File: src/msi_lru_cache_tag_store_macros.svh
// ----------------------------------------------------------------------------
// Assertion macros for the MSI LRU cache tag store
// Shared helpers that wrap concurrent assertions on aclk with reset gating.
// ----------------------------------------------------------------------------
`ifndef MSI_LRU_CACHE_TAG_STORE_MACROS_SVH
`define MSI_LRU_CACHE_TAG_STORE_MACROS_SVH

// Checks a consequence in the same cycle as its antecedent.
`define MLCT_ASSERT_IMPL(label, ante, cons, msg) \
    label: assert property (@(posedge aclk) disable iff (!aresetn) (ante) |-> (cons)) \
        else $error(msg);

// Checks a consequence in the cycle after its antecedent.
`define MLCT_ASSERT_NEXT(label, ante, cons, msg) \
    label: assert property (@(posedge aclk) disable iff (!aresetn) (ante) |=> (cons)) \
        else $error(msg);

`endif

File: src/mlct_pkg.sv
// ----------------------------------------------------------------------------
// mlct_pkg
// Types and codes shared by the tag store cells and the top level.
// ----------------------------------------------------------------------------
package mlct_pkg;

    // MSI line state codes.
    typedef enum logic [1:0] {
        LINE_I = 2'd0,
        LINE_S = 2'd1,
        LINE_M = 2'd2
    } line_state_t;

    // Request kinds carried in tuser.
    localparam logic REQ_LOCAL = 1'b0;
    localparam logic REQ_SNOOP = 1'b1;

    // Sequencer states.
    typedef enum logic [1:0] {
        CTL_IDLE,
        CTL_LOOKUP,
        CTL_UPDATE
    } ctl_state_t;

    // Commands broadcast from the sequencer to every cell.
    typedef struct packed {
        logic lookup;       // compare the request tag and keep the match
        logic shift;        // local access: shift toward the tail up to the hit
        logic snoop;        // snoop from another cache: update matching line
        logic snoop_write;  // snoop is a write (invalidate)
    } cell_ctl_t;

    // Hit information handed from cell to cell toward the tail.
    typedef struct packed {
        logic        seen;       // a cell nearer the head matched
        line_state_t hit_state;  // state of the matching line
    } chain_info_t;

endpackage

File: src/msi_lru_cache_tag_store.sv
// ----------------------------------------------------------------------------
// msi_lru_cache_tag_store
// Fully associative tag store with LRU replacement and MSI line states.
//
// Input items arrive on the s_ channel (tuser: request kind, tdata: write
// flag, address and source id); one result item per input leaves on the m_
// channel. The own cache id is written through cfg_wr_en / cfg_wr_data.
// Lines sit in a chain of cells kept in recency order, the head being the
// most recent. An item passes through a lookup state, in which every cell
// compares its tag, and an update state, in which the hit information ripples
// down the chain and the cells shift or update. The result is written into the
// output register in the update state, and a new item is accepted in that same
// update state, so the store takes the next item while finishing the last one.
// Reset (aresetn low, synchronous) empties all lines and clears own id.
// While the receiver stalls, one finished result waits in the output register
// and the next item may still be accepted; it then waits in its update cycle.
// ----------------------------------------------------------------------------
module msi_lru_cache_tag_store #(
    parameter int LINES    = 16,
    parameter int TAG_BITS = 32
) (
    input  logic        aclk,
    input  logic        aresetn,
    // configuration
    input  logic        cfg_wr_en,
    input  logic [15:0] cfg_wr_data,   // own_id
    // input channel
    input  logic        s_tvalid,
    output logic        s_tready,
    input  logic [87:0] s_tdata,       // is_write[0], address[64:1], source_id[80:65]
    input  logic [0:0]  s_tuser,       // req_type[0]
    // result channel
    output logic        m_tvalid,
    input  logic        m_tready,
    output logic [39:0] m_tdata        // hit[0], state_after[2:1], evicted[3],
                                       // evicted_tag[35:4], evicted_state[37:36],
                                       // writeback[38]
);
    import mlct_pkg::*;

`include "msi_lru_cache_tag_store_macros.svh"

    localparam int EvTagBits = (TAG_BITS < 32) ? TAG_BITS : 32;

    ctl_state_t          state_reg, state_next;
    logic [15:0]         own_id_reg;
    logic                req_type_reg;
    logic                is_write_reg;
    logic [TAG_BITS-1:0] req_tag_reg;
    logic [15:0]         src_id_reg;
    logic                m_tvalid_reg;
    logic [39:0]         m_tdata_reg;

    logic                s_accept;
    logic                out_free;
    logic                do_update;
    logic [63:0]         in_address;
    cell_ctl_t           ctl;

    logic                valid_c [LINES+1];
    logic [TAG_BITS-1:0] tag_c   [LINES+1];
    line_state_t         state_c [LINES+1];
    chain_info_t         chain   [LINES+1];
    logic [LINES-1:0]    valid_vec;

    logic                any_hit;
    line_state_t         hit_state;
    logic                full;
    line_state_t         new_state;
    logic                snoop_active;
    line_state_t         snoop_state;
    logic                res_hit;
    line_state_t         res_state;
    logic                res_evicted;
    logic [31:0]         res_ev_tag;
    line_state_t         res_ev_state;
    logic                res_writeback;

    assign in_address = s_tdata[64:1];
    assign out_free   = !m_tvalid_reg || m_tready;
    assign s_accept   = s_tvalid && s_tready;

    // Own cache id register.
    always_ff @(posedge aclk) begin
        if (!aresetn) begin
            own_id_reg <= '0;
        end else if (cfg_wr_en) begin
            own_id_reg <= cfg_wr_data;
        end
    end

    // Request fields are held for the lookup and update cycles.
    always_ff @(posedge aclk) begin
        if (s_accept) begin
            req_type_reg <= s_tuser[0];
            is_write_reg <= s_tdata[0];
            req_tag_reg  <= in_address[63 -: TAG_BITS];
            src_id_reg   <= s_tdata[80:65];
        end
    end

    // Sequencer state register.
    always_ff @(posedge aclk) begin
        if (!aresetn) begin
            state_reg <= CTL_IDLE;
        end else begin
            state_reg <= state_next;
        end
    end

    // Sequencer next state and cell commands.
    always_comb begin
        state_next      = state_reg;
        s_tready        = 1'b0;
        do_update       = 1'b0;
        ctl.lookup      = 1'b0;
        ctl.shift       = 1'b0;
        ctl.snoop       = 1'b0;
        ctl.snoop_write = is_write_reg;
        unique case (state_reg)
            CTL_IDLE: begin
                // No item is taken while reset is held.
                s_tready = aresetn;
                if (s_tvalid) begin
                    state_next = CTL_LOOKUP;
                end
            end
            CTL_LOOKUP: begin
                ctl.lookup = 1'b1;
                state_next = CTL_UPDATE;
            end
            CTL_UPDATE: begin
                if (out_free) begin
                    do_update  = 1'b1;
                    s_tready   = 1'b1;
                    ctl.shift  = (req_type_reg == REQ_LOCAL);
                    ctl.snoop  = snoop_active;
                    state_next = s_tvalid ? CTL_LOOKUP : CTL_IDLE;
                end
            end
            default: begin
                state_next = CTL_IDLE;
            end
        endcase
    end

    // The head cell is fed the new entry of a local access.
    assign valid_c[0] = 1'b1;
    assign tag_c[0]   = req_tag_reg;
    assign state_c[0] = new_state;
    assign chain[0]   = '0;

    // Chain of line cells, most recent at the head.
    for (genvar i = 0; i < LINES; i++) begin : g_cell
        mlct_cell #(
            .TAG_BITS (TAG_BITS)
        ) u_cell (
            .aclk       (aclk),
            .aresetn    (aresetn),
            .ctl        (ctl),
            .req_tag    (req_tag_reg),
            .prev_valid (valid_c[i]),
            .prev_tag   (tag_c[i]),
            .prev_state (state_c[i]),
            .chain_in   (chain[i]),
            .line_valid (valid_c[i+1]),
            .line_tag   (tag_c[i+1]),
            .line_state (state_c[i+1]),
            .chain_out  (chain[i+1])
        );
        assign valid_vec[i] = valid_c[i+1];
    end

    // Lookup summary from the tail of the chain; the tail is the LRU line.
    assign any_hit   = chain[LINES].seen;
    assign hit_state = chain[LINES].hit_state;
    assign full      = valid_c[LINES];

    // New state of a local access: writes go Modified, reads keep Modified.
    assign new_state = (is_write_reg || (any_hit && hit_state == LINE_M)) ? LINE_M : LINE_S;

    // Snoop handling: only a present line and a foreign id take effect.
    assign snoop_active = (req_type_reg == REQ_SNOOP) && any_hit && (src_id_reg != own_id_reg);
    assign snoop_state  = is_write_reg ? LINE_I :
                          ((hit_state == LINE_M) ? LINE_S : hit_state);

    // Result fields.
    always_comb begin
        res_hit       = 1'b0;
        res_state     = LINE_I;
        res_evicted   = 1'b0;
        res_ev_tag    = '0;
        res_ev_state  = LINE_I;
        res_writeback = 1'b0;
        if (req_type_reg == REQ_LOCAL) begin
            res_hit   = any_hit;
            res_state = new_state;
            if (!any_hit && full) begin
                res_evicted  = 1'b1;
                res_ev_tag   = 32'(tag_c[LINES][EvTagBits-1:0]);
                res_ev_state = state_c[LINES];
            end
        end else if (snoop_active) begin
            res_hit       = 1'b1;
            res_state     = snoop_state;
            res_writeback = !is_write_reg && (hit_state == LINE_M);
        end
    end

    // Output register.
    always_ff @(posedge aclk) begin
        if (!aresetn) begin
            m_tvalid_reg <= 1'b0;
        end else if (do_update) begin
            m_tvalid_reg <= 1'b1;
        end else if (m_tready) begin
            m_tvalid_reg <= 1'b0;
        end
    end

    always_ff @(posedge aclk) begin
        if (do_update) begin
            m_tdata_reg <= {1'b0, res_writeback, res_ev_state, res_ev_tag,
                            res_evicted, res_state, res_hit};
        end
    end

    assign m_tvalid = m_tvalid_reg;
    assign m_tdata  = m_tdata_reg;

    // Valid lines always form an unbroken run from the head.
    `MLCT_ASSERT_IMPL(a_valid_prefix, 1'b1,
        (((valid_vec + LINES'(1)) & valid_vec) == '0), "valid lines not contiguous")
    // Once every line is in use the store stays full.
    `MLCT_ASSERT_NEXT(a_full_stays, full, full, "full store lost a line")
    // A result appears only out of an update cycle.
    `MLCT_ASSERT_IMPL(a_result_src, $rose(m_tvalid_reg),
        ($past(state_reg) == CTL_UPDATE), "result without update")

endmodule

File: src/mlct_cell.sv
// ----------------------------------------------------------------------------
// mlct_cell
// One line of the recency-ordered tag chain. The cell at the head holds the
// most recent line; on a local access every cell up to the hit loads its
// neighbor nearer the head, so the hit line leaves and the new entry enters.
// ----------------------------------------------------------------------------
module mlct_cell #(
    parameter int TAG_BITS = 32
) (
    input  logic                      aclk,
    input  logic                      aresetn,
    input  mlct_pkg::cell_ctl_t       ctl,
    input  logic [TAG_BITS-1:0]       req_tag,
    input  logic                      prev_valid,
    input  logic [TAG_BITS-1:0]       prev_tag,
    input  mlct_pkg::line_state_t     prev_state,
    input  mlct_pkg::chain_info_t     chain_in,
    output logic                      line_valid,
    output logic [TAG_BITS-1:0]       line_tag,
    output mlct_pkg::line_state_t     line_state,
    output mlct_pkg::chain_info_t     chain_out
);
    import mlct_pkg::*;

    logic                valid_reg;
    logic                match_reg;
    logic [TAG_BITS-1:0] tag_reg;
    line_state_t         state_reg;
    logic                shift_en;
    line_state_t         snoop_state;

    // A cell shifts unless the hit lies nearer the head.
    assign shift_en = ctl.shift && !chain_in.seen;

    // Snoop write invalidates; snoop read downgrades Modified to Shared.
    assign snoop_state = ctl.snoop_write ? LINE_I :
                         ((state_reg == LINE_M) ? LINE_S : state_reg);

    // Control state: valid flag and the registered tag match.
    always_ff @(posedge aclk) begin
        if (!aresetn) begin
            valid_reg <= 1'b0;
            match_reg <= 1'b0;
        end else begin
            if (ctl.lookup) begin
                match_reg <= valid_reg && (tag_reg == req_tag);
            end
            if (shift_en) begin
                valid_reg <= prev_valid;
            end
        end
    end

    // Line payload: shifted in from the neighbor or updated by a snoop.
    always_ff @(posedge aclk) begin
        if (shift_en) begin
            tag_reg   <= prev_tag;
            state_reg <= prev_state;
        end else if (ctl.snoop && match_reg) begin
            state_reg <= snoop_state;
        end
    end

    // Pass the hit information on to the next cell.
    always_comb begin
        chain_out.seen      = chain_in.seen || match_reg;
        chain_out.hit_state = line_state_t'(chain_in.hit_state |
                                            (match_reg ? state_reg : LINE_I));
    end

    assign line_valid = valid_reg;
    assign line_tag   = tag_reg;
    assign line_state = state_reg;

endmodule
File: config.mk
export PLATFORM = sky130hd
export DESIGN_NAME = msi_lru_cache_tag_store
export DESIGN_NICKNAME = d
export VERILOG_FILES = /design/src/mlct_pkg.sv /design/src/msi_lru_cache_tag_store.sv /design/src/mlct_cell.sv
export VERILOG_INCLUDE_DIRS = /design/src /design/src/src
export SDC_FILE = /design/constraint.sdc
export NUM_CORES = 1
export LEC_CHECK = 0
export BUFFER_PORTS_ARGS = -buffer_cell sky130_fd_sc_hd__buf_2
export CAP_MARGIN = 15
export CORE_UTILIZATION = 25
export DETAILED_ROUTE_END_ITERATION = 12
export PLACE_DENSITY = 0.38
export RECOVER_POWER = 25
export SLEW_MARGIN = 20
export SYNTH_ARGS = -nofsm -noshare
export SYNTH_HDL_FRONTEND = slang
export SYNTH_SLANG_ARGS = --single-unit
File: constraint.sdc
create_clock -name aclk -period 4.3 [get_ports aclk]
set_clock_uncertainty 0.15 [all_clocks]
set_input_delay 0.43 -clock aclk [delete_from_list [all_inputs] [get_ports aclk]]
set_output_delay 0.43 -clock aclk [all_outputs]
set_load 0.01 [all_outputs]
==> results of run 1 <==
worst max-delay path, delay by kind of cell (launching register included):
| family | cells | cell delay, ns |
|---|---|---|
| AO/OA/AOI/OAI | 1 | 0.30 |
| AND/OR/NAND/NOR | 3 | 1.75 |
| flip-flops | 1 | 0.40 |
| XOR/XNOR | 1 | 0.15 |
where the power goes:
part           switching, mW  leakage, nW  internal [mW]
Combinational          0.386         3.99          0.267
Sequential             0.107         6.13           7.34
Clock                   2.65         1.27           4.12
Total                   3.14         11.4           11.7
area by class of cell:
cell class                 instances  share of cell area
clock inverter                    29              0.0105
inverter                           8            0.000877
clock buffer                     109              0.0656
sequential                       684               0.585
timing repair buffer             262              0.0550
tap                             1500              0.0548
multi-input combinational       1036               0.228
path summary, 6_finish.rpt:
kind | start | to | slack [ns] | cells past startpoint
worst max-delay path | src_id_reg[1] | g_cell[5].u_cell.line_state[0] | 1.25 | 5
worst min-delay path | cfg_wr_en | own_id_reg[9] | 0.23 | 3
worst max register to register | src_id_reg[1] | g_cell[5].u_cell.line_state[0] | 1.25 | 5
worst min register to register | g_cell[3].u_cell.line_tag[29] | g_cell[4].u_cell.line_tag[29] | 0.31 | 0
metal layers:
metal	vias up	share of wire
met4	0	0.033
met2	280	0.50
met1	7155	0.44
met5	-	0
met3	107	0.032
li1	7151	-
cells in the final DEF, fill, tap and decap left out, types with 10 or more instances in the layout:
| cell | count |
|---|---|
| a21oi_1 | 31 |
| dfxtp_1 | 51 |
| o21ai_0 | 35 |
| and2_1 | 49 |
| buf_4 | 79 |
| nand2_1 | 39 |
| or4_1 | 18 |
| nand3_1 | 33 |
| clkinv_1 | 10 |
| buf_2 | 109 |
| edfxtp_1 | 633 |
| clkbuf_1 | 21 |
| nand4_1 | 38 |
| mux2i_1 | 26 |
| nor2_1 | 40 |
| xor2_1 | 432 |
| xnor2_1 | 96 |
| nor2b_1 | 17 |
| clkbuf_16 | 83 |
| dlygate4sd3_1 | 70 |
| nor3_1 | 17 |
| nor4_1 | 99 |
kinds of logic (layout without fill, tap and decap cells):
group	count (synthesis)	in the layout	synth area share
compound gates	96	96	0.0199
xor+xnor	528	528	0.163
buf+inv	100	408	0.0193
flops	684	684	0.707
mux	26	26	0.00918
other cells	1	1	0.000132
simple gates	385	385	0.0818
stage by stage:
| step | instances | utilization | hold slack, ns | power, mW | area, µm² |
|---|---|---|---|---|---|
| 6_report | 3628 | 0.304 | 0.225 | 14.9 | 34200 |
| 3_3_place_gp | 3419 | 0.275 | 0.302 | 8.21 | 30900 |
| 3_5_place_dp | 3419 | 0.275 | 0.305 | 8.21 | 30900 |
| 2_1_floorplan | 1820 | - | 0.271 | 7.92 | 28300 |
| 4_1_cts | 3627 | 0.304 | 0.176 | 15.1 | 34200 |
| 5_1_grt | 3628 | 0.304 | 0.210 | 15.4 | 34200 |
==> impl_metrics.ini, run 1 <==
[cells_and_area]
fillers = 11200
largest_register_ffs = 512
multi_input_area_um2 = 7800
seq_area_um2 = 20000
n_antenna_cell = 0
area_delta_synth_final_pct = 20.7
nets = 2180
drive_gt1_frac = 0.151

[detailed_routing]
vias_per_cell = 4.05
num_vias = 14700
detail-route-antenna-nets = 0
firstDrtPassIters = 5
wl_per_cell_um = 20.2
drt_first_iter_violations = 842
drt_wl_total_mm = 73.4
drcViolationCount = 0

[synth]
syn-num-nets = 1930
async_reset_ff_frac = 0
ys_ff_latch = 684
synth_cells = 1820
yosysTopAreaCell = edfxtp_1
netlist_top_cells_area = edfxtp_1, xor2_1, dfxtp_1
netlist_area_um2 = 28300
synth_top_area_share = 0.671
synthTopCellsByCount = edfxtp_1, xor2_1, nor4_1, xnor2_1, buf_2
synth_edf_count = 633
synthFlopType = edfxtp_1
avgSynthCellArea_um2 = 15.6
synth_warnings = 0
yosysMostFrequentCell = edfxtp_1
ys_seq_area_frac = 0.707
synth_cell_type_count = 46

[timing]
hold_viol = 0
tightest_slew_ns = 1.02
post-route-period-util = 0.710
fmax_ghz = 0.328
setup_slack_ns = 1.25
setup_viol = 0
rsz0062_at_grt = no
final.setup.tns_ns = 0
drv_slew = 0
layout_min_cycle_time_ns = 3.05
relSlewSlack = 0.316

[floorplanning]
start_util = 0.252
die_area_um2 = 115000
die_w_um = 339
core_area_um2 = 112000
rows = 123
die_y_um = 339
top_level_ports = 152

[pwr]
power.density_nw_per_um2 = 434
p_leak_nw = 11.4
ir_drop_v = 0.000286

[critical_path]
crit_fanout = 16
critPathKind = reg2reg
cp_slowest_cell = nor4_1
slowest_delay_ns = 0.88
critical_path_required_ns = 4.48
worstPathCellList = xnor2_1, nand4_1, nor4_1, or3_1, o21ai_0
critPathLaunchType = flip-flop
worstPathArrival_ns = 3.23
end_kind = flip-flop

[place]
dpl.hpwl_mm = 57.4
place.gp.congestion = 0.818
port_buffers = 111
pre_cts_slack_ns = 1.15

[clock_network]
cts-resized-gates = 0
clockBufferDepth = 3
path_clk_slew_ns = 0.06
cts_tree = built
worstSkewPairLatency_ns = 0.62
clock-root-buffer = clkbuf_16
cts_buffers = 78
cts_setup_buffers = 0
cts-htree-levels = 3
cts_hold_buf = 70
cts.sinks = 684

[global_route]
first_global_vias = 15900
globalRouteMet1Util = 0.159
grt-busiest-layer = met2
grt_antenna_before_repair = 1
grt_max_degree = 40
use_met3 = 0.0223
grtUsageMet2 = 0.224
grt_use_total = 0.128
grt_pass1_wl_mm = 107
gr-total-overflow = 0

[run]
cap_viol_max_count = 0

[status]
status = finished, final reports clean

[worst_hold_path]
min_path_type = in2reg
Note: power is estimated with default switching activity, not from simulation.
==> run 2, diff against run 1 <==
clock period = 3 ns   (was 4.3 ns; I/O delays follow)
==> impl_metrics.ini, run 2 (synthesized netlist as in run 1, its figures left out) <==
[timing]
tightest_slew_ns = 0.710
drv_slew = 0
rsz0062_at_grt = no
hold_ws_ns = 0.0810
fmax_ghz = 0.383
relSlewSlack = 0.522
layout_min_cycle_time_ns = 2.61
hold_viol = 0
setup_viol = 0
post-route-period-util = 0.871

[clock_network]
clockBufferDepth = 3
path_clk_slew_ns = 0.06
cts_hold_buf = 72
cts_setup_buffers = 0
cts-resized-gates = 0
clock-root-buffer = clkbuf_16
cts_buffers = 78
cts_tree = built
cts-htree-levels = 3
worstSkewPairLatency_ns = 0.62
cts.sinks = 684

[floorplanning]
core_area_um2 = 112000
rows = 123
die_y_um = 339
start_util = 0.252
top_level_ports = 152
die_w_um = 339
die_area_um2 = 115000

[global_route]
first_global_vias = 16000
grt_max_degree = 47
grt_antenna_before_repair = 0
gr-total-overflow = 0
grt_pass1_wl_mm = 105
grt_use_total = 0.125

[cells_and_area]
n_antenna_cell = 0
final_cells = 3635
final_common_cell = edfxtp_1
largest_register_ffs = 512
final_cell_mix = edfxtp_1, xor2_1, buf_2
fin_util = 0.308
nets = 2187
drive_gt1_frac = 0.152
area_delta_synth_final_pct = 22.1

[pwr]
ir_drop_v = 0.000319
power.total_mw = 21.0
power_switching_mw = 4.51
p_clk_frac = 0.446
p_comb_frac = 0.049
power.density_nw_per_um2 = 607
power_switching_share = 0.214
intPower_mw = 16.5
p_leak_nw = 11.5
p_seq_frac = 0.505

[critical_path]
worstPathCellList = nor3_2, and2_0, nand4_1, clkinvlp_4, and2_1
cp_slowest_cell = clkinvlp_4
r2r_end = g_cell[10].u_cell.line_state[1]
critPathKind = reg2reg
end_kind = flip-flop
critPathLaunchType = flip-flop
critical_path_required_ns = 3.22
r2r-start = g_cell[4].u_cell.match_reg
slowest_delay_ns = 0.56
worstPathArrival_ns = 2.83
crit_fanout = 33
ff2ff_path_depth = 5
rrSetupSlack_ns = 0.39

[place]
dpl.hpwl_mm = 55.1
port_buffers = 111
place.gp.congestion = 0.824
dp.cells = 3425

[worst_hold_path]
hold_path_end = own_id_reg[14]
hp-start = cfg_wr_en
hold_depth = 3
min_path_type = in2reg

[detailed_routing]
vias_per_cell = 4.09
drcViolationCount = 0
detail-route-antenna-nets = 0
num_vias = 14900
firstDrtPassIters = 5
drt_wl_total_mm = 72.0
wl_per_cell_um = 19.8
drt_first_iter_violations = 787

[status]
status = finished, final reports clean

[run]
cap_viol_max_count = 0
-- run 2: cell types whose count changed in the layout (fill, tap and decap cells not counted), moves of 4 or more --
cell,delta
buf_2,-4
clkbuf_8,-5
clkinv_1,+8
buf_12,+32
buf_4,-26
-- run 2: stage by stage --
| stage | instance area (µm²) | setup TNS [ns] | setup WS [ns] |
|---|---|---|---|
| after CTS | 34600 | 0 | 0.361 |
| after detailed placement | 31400 | 0 | 0.388 |
| after global placement | 31400 | 0 | 0.377 |
| final | 34600 | 0 | 0.386 |
| after global routing | 34600 | 0 | 0.245 |
| after floorplan | 28400 | -0.192 | -0.0958 |
-- run 2: area by class of cell --
type	instances	area, µm²
clock buffer	96	2100
clock inverter	42	404
fill	11100	77900
inverter	8	41.3
multi-input combinational	1036	7820
sequential	684	20000
tap	1500	1880
timing repair buffer	269	2330
-- run 2: power by group through the flow --
stage / combinational [mW] / clock, mW / sequential [mW]
final: 1.03 / 9.37 / 10.6
after global placement: 0.987 / 0 / 10.8
after detailed placement: 0.992 / 0 / 10.8
after CTS: 1.07 / 9.70 / 10.6
after global routing: 1.12 / 10.0 / 10.6
after floorplan: 0.564 / 0 / 10.8
-- run 2: layer usage --
metal / track usage / wire length (µm) / vias to the layer above
li1: - / - / 7182
met5: 0 / 0 / -
met3: 0.0204 / 2180 / 124
met4: 0.0567 / 3120 / 0
met2: 0.222 / 36500 / 301
met1: 0.146 / 30100 / 7278
-- run 2: worst max path at each step --
stage,startpoint,end,cells after the start
after CTS,g_cell[0].u_cell.match_reg,g_cell[10].u_cell.line_state[1],5
after detailed placement,g_cell[0].u_cell.match_reg,g_cell[10].u_cell.line_state[1],5
final,g_cell[4].u_cell.match_reg,g_cell[10].u_cell.line_state[1],5
after global placement,req_tag_reg[29],g_cell[8].u_cell.match_reg,6
after floorplan,req_type_reg,g_cell[4].u_cell.line_state[0],5
after global routing,g_cell[4].u_cell.match_reg,g_cell[10].u_cell.line_state[1],5
-- run 2: critical path: cells and delay by family (launching register included) --
| family | cells | cell delay [ns] |
|---|---|---|
| simple gates | 4 | 1.14 |
| buf+inv | 1 | 0.56 |
| flops | 1 | 0.50 |
==> run 3, diff against run 2 <==
CORE_UTILIZATION = 60   (was 25)
GPL_TIMING_DRIVEN = 0   (was not set)
PLACE_DENSITY = 0.77   (was 0.38)
==> impl_metrics.ini, run 3 (synthesized netlist as in run 1, its figures left out) <==
[critical_path]
worstPathArrival_ns = 3.35
end_kind = flip-flop
critical_path_required_ns = 3.37
ff2ff_path_depth = 7
crit_fanout = 10
critPathKind = reg2reg
critPathLaunchType = flip-flop

[timing]
setup_slack_ns = 0.0140
drv_slew = 0
tightest_slew_ns = 0.882
hold_viol = 0
fmax_ghz = 0.335
final.setup.tns_ns = 0
layout_min_cycle_time_ns = 2.99
setup_viol = 0
relSlewSlack = 0.412
rsz0062_at_grt = no
hold_ws_ns = 0.0651
post-route-period-util = 0.995

[cells_and_area]
nets = 2210
final_common_cell = edfxtp_1
largest_register_ffs = 512
drive_gt1_frac = 0.157
final_cells = 2758
area_delta_synth_final_pct = 16.1
final_cell_mix = edfxtp_1, xor2_1, buf_2

[floorplanning]
die_w_um = 219
top_level_ports = 152
die_area_um2 = 48100
die_y_um = 219
start_util = 0.609
rows = 79
core_area_um2 = 46600

[global_route]
grt_max_degree = 41
first_global_vias = 16400
grt_antenna_before_repair = 0
grt_pass1_wl_mm = 99.0
grt_use_total = 0.293
gr-total-overflow = 0

[clock_network]
clockBufferDepth = 3
cts_tree = built
cts_buffers = 70
worstSkewPairLatency_ns = 0.59
cts.sinks = 684
clock-root-buffer = clkbuf_16
cts-htree-levels = 3
path_clk_slew_ns = 0.06

[place]
dp.cells = 2551
place.gp.congestion = 1.00
port_buffers = 110
pre_cts_slack_ns = -0.475
dpl.hpwl_mm = 50.4

[worst_hold_path]
min_path_type = in2reg
hold_depth = 3

[pwr]
power.density_nw_per_um2 = 600
p_leak_nw = 11.2
ir_drop_v = 0.000597

[run]
cap_viol_max_count = 0

[detailed_routing]
num_vias = 16100
detail-route-antenna-nets = 0
drt_first_iter_violations = 1864
firstDrtPassIters = 7
drcViolationCount = 0
vias_per_cell = 5.85
drt_wl_total_mm = 69.0
wl_per_cell_um = 25.0

[status]
status = finished, final reports clean
==> run 3: cell count changes in the layout (fill, tap and decap cells not counted), sizes merged <==
cell / delta
clkbuf: +7
clkinvlp: +3
nor2: +1
inv: -2
dlygate4sd3: -1
diode: +2
bufinv: -5
clkinv: -6
buf: +17
==> run 3: power by group <==
group          internal [mW]  switching (mW)  leakage, nW
sequential              10.5          0.0927         6.13
combinational          0.388           0.658         4.07
clock                   4.65            3.46         1.04
==> run 3: final timing paths <==
| check | startpoint | endpoint | slack (ns) |
|---|---|---|---|
| setup reg to reg | req_tag_reg[7] | g_cell[13].u_cell.match_reg | 0.01 |
| setup / recovery | req_tag_reg[7] | g_cell[13].u_cell.match_reg | 0.01 |
| hold / removal | cfg_wr_en | own_id_reg[15] | 0.07 |
| hold reg to reg | req_tag_reg[11] | g_cell[0].u_cell.line_tag[11] | 0.29 |
==> run 3: layout make-up <==
type	count	area [µm²]
flip-flops and latches	684	20000
fillers	2874	13600
multi-input cells	1037	7870
clock buffers	92	1920
repair buffers	204	1550
well taps	607	759
plain buffers	92	541
clock inverters	29	178
inverters	8	53.8
repair inverters	3	22.5
diodes	2	5.00
==> run 3: layer usage <==
layer,global-route usage,vias up,share of wire
li1,-,7227,-
met1,0.353,7887,0.37
met2,0.490,809,0.49
met3,0.0468,208,0.067
met4,0.192,0,0.071
met5,0,-,0
==> run 3: critical path: stages (launching register included) <==
cell and delay, ns:
edfxtp_1 0.35, buf_2 0.34, buf_2 0.48, xor2_1 0.16, nor4_1 0.41, nand4_1 0.22
or4_1 0.60, a21oi_1 0.20
==> run 3: timing repair <==
| action | CTS | global route |
|---|---|---|
| hold buffers | 71 | 0 |
| gates resized for setup | 15 | 5 |
| gates cloned | 4 | 0 |
| endpoints found under the hold margin | 69 | 0 |
| pin swaps | 2 | 1 |
| setup endpoints to repair | 230 | 91 |
| buffers inserted | 7 | 1 |
==> run 3: metrics by stage <==
step           cell area, µm²  power, mW  utilization
3_5_place_dp            29900       11.7        0.642
3_3_place_gp            29700       11.7        0.639
5_1_grt                 32900       20.2        0.707
6_report                32900       19.8        0.707
4_1_cts                 32900       19.8        0.706
2_1_floorplan           28400       11.4            -
